--- src/design/owvs_pkg.sv ---
package owvs_pkg;

  // Field widths
  localparam int SPEED_W = 16;
  localparam int ANGLE_W = 16;

  // Phase and Q30 sine formats
  localparam int PHASE_W = 32;
  localparam int FRAC_W  = 30;
  localparam int UNIT_W  = FRAC_W + 1;
  localparam int PROD_W  = 2 * UNIT_W;

  // Pipeline shape
  localparam int NUM_WHEELS   = 4;
  localparam int HORNER_STEPS = 6;
  localparam int SINE_STAGES  = HORNER_STEPS + 2;
  localparam int SCALE_STAGES = 2;
  localparam int PIPE_STAGES  = 1 + SINE_STAGES + SCALE_STAGES;

  // Wheel mounting angles as 32-bit binary phases
  localparam logic [PHASE_W-1:0] PHASE_SIXTY     = 32'h2AAA_AAAB;
  localparam logic [PHASE_W-1:0] PHASE_FORTYFIVE = 32'h2000_0000;

  localparam logic [UNIT_W-1:0] Q_ONE  = {1'b1, {FRAC_W{1'b0}}};
  localparam logic [PROD_W-1:0] Q_HALF = PROD_W'(1) << (FRAC_W - 1);

  // Odd Taylor coefficients of sin(pi/2 * x) in Q30, highest order first
  localparam logic [UNIT_W-1:0] COEF_TOP = 31'd61;
  typedef logic [UNIT_W-1:0] coef_arr_t [HORNER_STEPS];
  localparam coef_arr_t HORNER_COEF = '{
    31'd3864, 31'd172272, 31'd5026995, 31'd85569306, 31'd693598669, 31'd1686629713
  };

  typedef struct packed {
    logic signed [SPEED_W-1:0] speed;
    logic [ANGLE_W-1:0]        heading;
  } req_t;

  typedef struct packed {
    logic signed [SPEED_W-1:0] drive_first;
    logic signed [SPEED_W-1:0] drive_second;
    logic signed [SPEED_W-1:0] drive_third;
    logic signed [SPEED_W-1:0] drive_fourth;
  } res_t;

  typedef struct packed {
    logic              neg;
    logic [UNIT_W-1:0] x;
  } fold_t;

endpackage

--- src/design/owvs_scale.sv ---
module owvs_scale (
  input  logic                                   clk_i,
  input  logic [owvs_pkg::SCALE_STAGES-1:0]      en_i,
  input  logic [owvs_pkg::SPEED_W-1:0]           mag_i,
  input  logic                                   vneg_i,
  input  logic [owvs_pkg::UNIT_W-1:0]            s_i,
  input  logic                                   sneg_i,
  output logic signed [owvs_pkg::SPEED_W-1:0]    drive_o
);

  localparam int MulW = owvs_pkg::SPEED_W + owvs_pkg::UNIT_W;
  localparam int MagW = owvs_pkg::SPEED_W + 1;
  localparam logic [MulW-1:0] Half = MulW'(1) << (owvs_pkg::FRAC_W - 1);
  localparam logic [MagW-1:0] Lim  = MagW'(1) << (owvs_pkg::SPEED_W - 1);

  logic [MulW-1:0] mul_rnd;
  logic [MagW-1:0] prod_q;
  logic            neg_q;
  logic [MagW-1:0] sat;
  logic signed [owvs_pkg::SPEED_W-1:0] drive_q;

  // Scale speed magnitude by the sine, rounded half away from zero
  assign mul_rnd = MulW'(mag_i) * MulW'(s_i) + Half;

  always_ff @(posedge clk_i) begin
    if (en_i[0]) begin
      prod_q <= mul_rnd[MulW-1:owvs_pkg::FRAC_W];
      neg_q  <= vneg_i ^ sneg_i;
    end
  end

  // Saturate to the signed range and apply the sign
  always_comb begin
    if (neg_q) begin
      sat = (prod_q > Lim) ? Lim : prod_q;
    end else begin
      sat = (prod_q > Lim - 1'b1) ? Lim - 1'b1 : prod_q;
    end
  end

  always_ff @(posedge clk_i) begin
    if (en_i[1]) begin
      drive_q <= neg_q ? -$signed(sat[owvs_pkg::SPEED_W-1:0])
                       : $signed(sat[owvs_pkg::SPEED_W-1:0]);
    end
  end

  assign drive_o = drive_q;

endmodule

--- config.mk ---
export PLATFORM = sky130hd
export DESIGN_NAME = owvs_scale
export DESIGN_NICKNAME = d
export VERILOG_FILES = /design/src/design/owvs_pkg.sv /design/src/design/owvs_scale.sv
export SDC_FILE = /design/constraint.sdc
export NUM_CORES = 1
export LEC_CHECK = 0
export BUFFER_PORTS_ARGS = -buffer_cell sky130_fd_sc_hd__clkbuf_2
export CAP_MARGIN = 10
export CORE_ASPECT_RATIO = 1.25
export CORE_MARGIN = 4
export CORE_UTILIZATION = 61
export CTS_CLUSTER_DIAMETER = 100
export DETAILED_ROUTE_END_ITERATION = 10
export GPL_TIMING_DRIVEN = 0
export PLACE_DENSITY = 0.79
export SYNTH_ARGS = -nofsm -noshare
export SYNTH_HDL_FRONTEND = slang
export SYNTH_SLANG_ARGS = --single-unit
export TNS_END_PERCENT = 50
--- constraint.sdc ---
create_clock -name clk_i -period 11.15 [get_ports clk_i]
set_clock_uncertainty 0.2 [all_clocks]
set_input_delay 2.23 -clock clk_i [delete_from_list [all_inputs] [get_ports clk_i]]
set_output_delay 2.23 -clock clk_i [all_outputs]
set_load 0.05 [all_outputs]
* Yosys cells after proc, flatten, opt, wreduce, memory -nomap -nowiden
Index checks and enable logic that the tools add are counted.
** Storage, ports and cells
- Register bits :: 34
- Output and inout bits :: 16
- Bits of input ports :: 52
- Logic and storage cells :: 13
** Cells by class
- Bitwise gates (word level) :: 1
- $mul :: 1
- Add/subtract/negate cells :: 2
- Muxes and demuxes :: 4
- $lt $le $gt $ge :: 2
** Operator list (count)
- two-way mux 16 bit :: 4
- adder 47 x 30 -> 47 bit (second input constant) :: 1
- multiplier 16 x 31 -> 47 bit :: 1
- > comparator 17 x 15 -> 1 bit (second input constant) :: 1
- > comparator 17 x 16 -> 1 bit (second input constant) :: 1
- negation 16 bit :: 1
- bitwise XOR 1 bit :: 1

* Longest topological paths before layout
- Word-level depth :: 5
- Depth in mapped cells :: 24
- Depth with buffers taken out :: 23

* Worst setup path before layout
Ideal clock, no wire load.
- Path type :: input to register
- Start :: input s_i[29] (netlist bit)
- End :: register prod_q[11], data pin
- Arrival :: 7.671 ns
- Setup slack :: 3.019 ns
- Setup time :: 0.260 ns
- Buffers on the path :: 1
- Stages on the path :: 23
- Path through :: clkbuf_1 > nand2_1 > fa_1 > inv_1 > fa_1 > inv_1 > fa_1 > inv_1 > fa_1 > fa_1 > inv_1 > fa_1 > inv_1 > ha_1 > a21oi_1 > nand2_1 > o21a_1 > nand4b_2 > a41oi_4 > o221ai_2 > a41o_1 > a21oi_2 > xnor2_1
** On the way
- Word-level cells in the longest chain between the ends :: 2
** RTL lines
- start: declaration :: line owvs_scale.sv:6 : input logic [owvs_pkg::UNIT_W-1:0] s_i,
- multiplier 16 x 31 -> 47 bit :: line owvs_scale.sv:23 : assign mul_rnd = MulW'(mag_i) * MulW'(s_i) + Half;
- adder 47 x 30 -> 47 bit :: line owvs_scale.sv:23
- net mul_rnd[41] :: line owvs_scale.sv:16 : logic [MulW-1:0] mul_rnd;
- end signal: assignment :: line owvs_scale.sv:27 : prod_q <= mul_rnd[MulW-1:owvs_pkg::FRAC_W];
- end: declaration :: line owvs_scale.sv:17 : logic [MagW-1:0] prod_q;
The timed path passes the listed nets, and every way through them passes these cells.
A chain may end at the register's enable or synchronous reset.

* Worst setup path in the final report
- Start :: input mag_i[2] (netlist bit)
- End :: register prod_q[11], data pin
** On the way
- Word-level cells in the longest chain between the ends :: 2
** RTL lines
- start: declaration :: line owvs_scale.sv:4 : input logic [owvs_pkg::SPEED_W-1:0] mag_i,
- multiplier 16 x 31 -> 47 bit :: line owvs_scale.sv:23
- adder 47 x 30 -> 47 bit :: line owvs_scale.sv:23
- net mul_rnd[41] :: line owvs_scale.sv:16
The timed path passes the listed nets, and every way through them passes these cells.

==> impl_metrics.sql <==
INSERT INTO impl_metrics (metric_group, metric, value, unit) VALUES
('worst_setup_path', 'worstPathMaxFanout', '10', ''),
('worst_setup_path', 'worst-endpoint-required', '10.96', 'ns'),
('timing', 'fmax', '0.105', 'GHz'),
('clock_tree', 'cts_inserted_buffers', '5', ''),
('timing', 'final_max_slew_viol_count', '0', ''),
('grt', 'initial_antenna_violation_count', '0', ''),
('yosys', 'synthTopCellsByCount', 'inv_1 (508), fa_1 (403), nand2_1 (292)', ''),
('yosys', 'syn-mean-instance-area', '8.90', 'sq um'),
('yosys', 'netlist_top_cells_area', 'fa_1 (47%), inv_1 (11%), ha_1 (11%), and2_1 (8.4%), nand2_1 (6.4%)', ''),
('yosys', 'post_synth_xor_area_fraction', '0.0113', ''),
('clock_tree', 'h-tree-depth', '2', ''),
('worst_setup_path', 'reg2reg_slack', '7.90', 'ns'),
('placement', 'routabilityCongestion', '0.982', ''),
('yosys', 'synthDistinctLibCells', '53', ''),
('die', 'floorplan.core_area', '27600', 'sq um'),
('placement', 'port_buffers', '67', ''),
('grt', 'groute.usage.overall', '0.320', ''),
('drt', 'vias_per_cell', '5.74', ''),
('yosys', 'synth_top_area_cell', 'fa_1', ''),
('worst_setup_path', 'r2r.worst_path.cells', '12', ''),
('drt', 'postRouteAntennaNets', '0', ''),
('grt', 'grt_pass1_vias', '14552', ''),
('layout', 'flow.area_growth_from_synthesis', '5.47', '%'),
('yosys', 'synth_adder_area_share', '0.580', ''),
('placement', 'dp_hpwl', '39.4', 'mm'),
('hold_path', 'timing.hold.worst.class', 'reg2reg', ''),
('timing', 'max-slew-margin-rel', '0.339', ''),
('clock_tree', 'cts_resized', '0', ''),
('timing', 'rsz0062_at_grt', 'false', ''),
('clock_tree', 'cts_tree', 'built', ''),
('clock_tree', 'max-clock-path-buffers', '2', ''),
('die', 'io_pins', '68', ''),
('layout', 'n_fill_cell', '2280', ''),
('layout', 'antenna_cells', '0', ''),
('timing', 'setup_total_negative_slack', '0', 'ns'),
('hold_path', 'worstHoldStart', 'prod_q[14]', ''),
('die', 'fp-row-count', '68', ''),
('yosys', 'synth-compound-area-share', '0.0466', ''),
('worst_setup_path', 'cp-end-kind', 'flip-flop', ''),
('drt', 'routed-via-count', '13422', ''),
('clock_tree', 'clk-insertion-delay-late', '0.27', 'ns'),
('hold_path', 'min_path_cells', '1', ''),
('yosys', 'syn_nets', '2512', ''),
('worst_setup_path', 'critPathArrivalTime', '9.33', 'ns'),
('timing', 'finalWorstPathRequiredPeriod', '9.52', 'ns'),
('clock_tree', 'clkSinkCount', '34', ''),
('hold_path', 'worstHoldEndpoint', 'drive_o[14]', ''),
('timing', 'hold_slack', '0.441', 'ns'),
('die', 'initial_core_utilization', '0.618', ''),
('drt', 'wire_per_inst', '19.9', 'um'),
('yosys', 'muxShareOfSynthArea', '0', ''),
('yosys', 'synth_edf_count', '34', ''),
('yosys', 'yosys.cell_count.top_type', 'inv_1', ''),
('drt', 'detail_route.drc_violations', '0', ''),
('grt', 'largest_net_degree_at_the_start_of_global_routing', '19', ''),
('worst_setup_path', 'r2r-start', 'prod_q[16]', ''),
('layout', 'drive_gt1_frac', '0.0423', ''),
('worst_setup_path', 'critPathKind', 'in2reg', ''),
('die', 'die-area', '30700', 'sq um'),
('status', 'run_status', 'completed', ''),
('yosys', 'yosys.area.top_type_share', '0.474', ''),
('yosys', 'mapped_cell_area', '17000', 'sq um'),
('yosys', 'synth_warnings', '0', ''),
('drt', 'number_of_drc_markers_in_iteration_0', '1009', ''),
('grt', 'global_route.overflow_total', '0', ''),
('clock_tree', 'cts-hold-fix-buffers', '0', ''),
('run', 'drv.max_cap_violation_count', '0', ''),
('yosys', 'synthArstFlopShare', '0', ''),
('clock_tree', 'cts.repair_timing.setup_buffer_count', '0', ''),
('layout', 'num-nets-final', '2586', ''),
('yosys', 'synth_simple_gate_area_frac', '0.171', '');
-- registers in the layout, summed over array words and instances (netlist names) --
signal and count:
drive_o 16, neg_q 1, prod_q 17
-- cell type report --
cell class,count,area [sq um],share of cell area
Timing Repair Buffer,67,335,0.0187
Clock inverter,2,33.8,0.00188
Buffer,89,334,0.0186
Tap cell,350,438,0.0244
Multi-Input combinational cell,1282,13800,0.767
Sequential cell,34,1020,0.0568
Inverter,508,1910,0.106
Clock buffer,5,125,0.00697
-- metal layers --
metal,GRT usage,up-vias,routed length [um]
met5,0,-,0
met4,0.169,0,3510
met3,0.0646,245,4510
met2,0.526,763,22100
met1,0.398,6686,16500
li1,-,5728,-
-- how the worst max path moves through the flow --
stage                         from  slack [ns]  cells past startpoint         end
after floorplan            s_i[29]        3.02                     23  prod_q[11]
after global placement    mag_i[3]        1.59                     24  prod_q[11]
after detailed placement   s_i[14]        1.52                     22  prod_q[10]
after CTS                  s_i[14]        1.78                     22  prod_q[10]
after global routing       s_i[14]        1.42                     22  prod_q[10]
final                     mag_i[2]        1.63                     24  prod_q[11]
-- per-stage QoR --
| step | instances | util | setup WS, ns | area (sq um) |
|---|---|---|---|---|
| finish | 2337 | 0.652 | 1.63 | 18000 |
| global placement | 2330 | 0.646 | 1.59 | 17800 |
| global route | 2337 | 0.652 | 1.42 | 18000 |
| CTS | 2337 | 0.652 | 1.78 | 18000 |
| floorplan | 1913 | - | 3.02 | 17000 |
| detailed placement | 2330 | 0.646 | 1.52 | 17800 |
-- worst max-delay path, stage by stage --
cell and delay, ns:
clkbuf_2 0.19, clkbuf_1 0.76, nand2_1 0.18, fa_1 0.57, inv_1 0.05, fa_1 0.53
inv_1 0.06, fa_1 0.49, inv_1 0.05, fa_1 0.48, fa_1 0.61, inv_1 0.08
fa_1 0.51, inv_1 0.05, ha_1 0.34, a21oi_1 0.20, nand2_1 0.08, o21a_1 0.24
nand4b_2 0.41, a41oi_4 0.40, o221ai_2 0.22, a41o_1 0.31, a21oi_2 0.16, xnor2_1 0.10
-- cell families (layout without fill, tap and decap cells) --
logic type      after synthesis  count (layout)
flops                        34              34
fa+ha+maj                   547             547
simple gates                594             594
xor+xnor                     22              22
buf+inv                     597             671
compound gates              119             119
-- cell usage in the layout, fill, tap and decap left out, types with 3 or more instances in the layout --
master and count:
o21bai_1 3, a21o_1 16, o21ai_0 18, and2_1 228, clkbuf_16 5, fa_1 403
nand4_1 6, a31oi_1 5, xnor2_1 13, edfxtp_1 34, ha_1 144, inv_1 508
clkbuf_1 88, nor3_1 14, nand3_1 14, xor2_1 9, nand2_1 292, o21a_1 5
o211ai_1 5, nor2_1 26, clkbuf_2 67, a21oi_1 37, o22ai_1 3
Power is not shown: default switching activity piles up to over one toggle a cycle in this logic, so the estimate is an artifact.
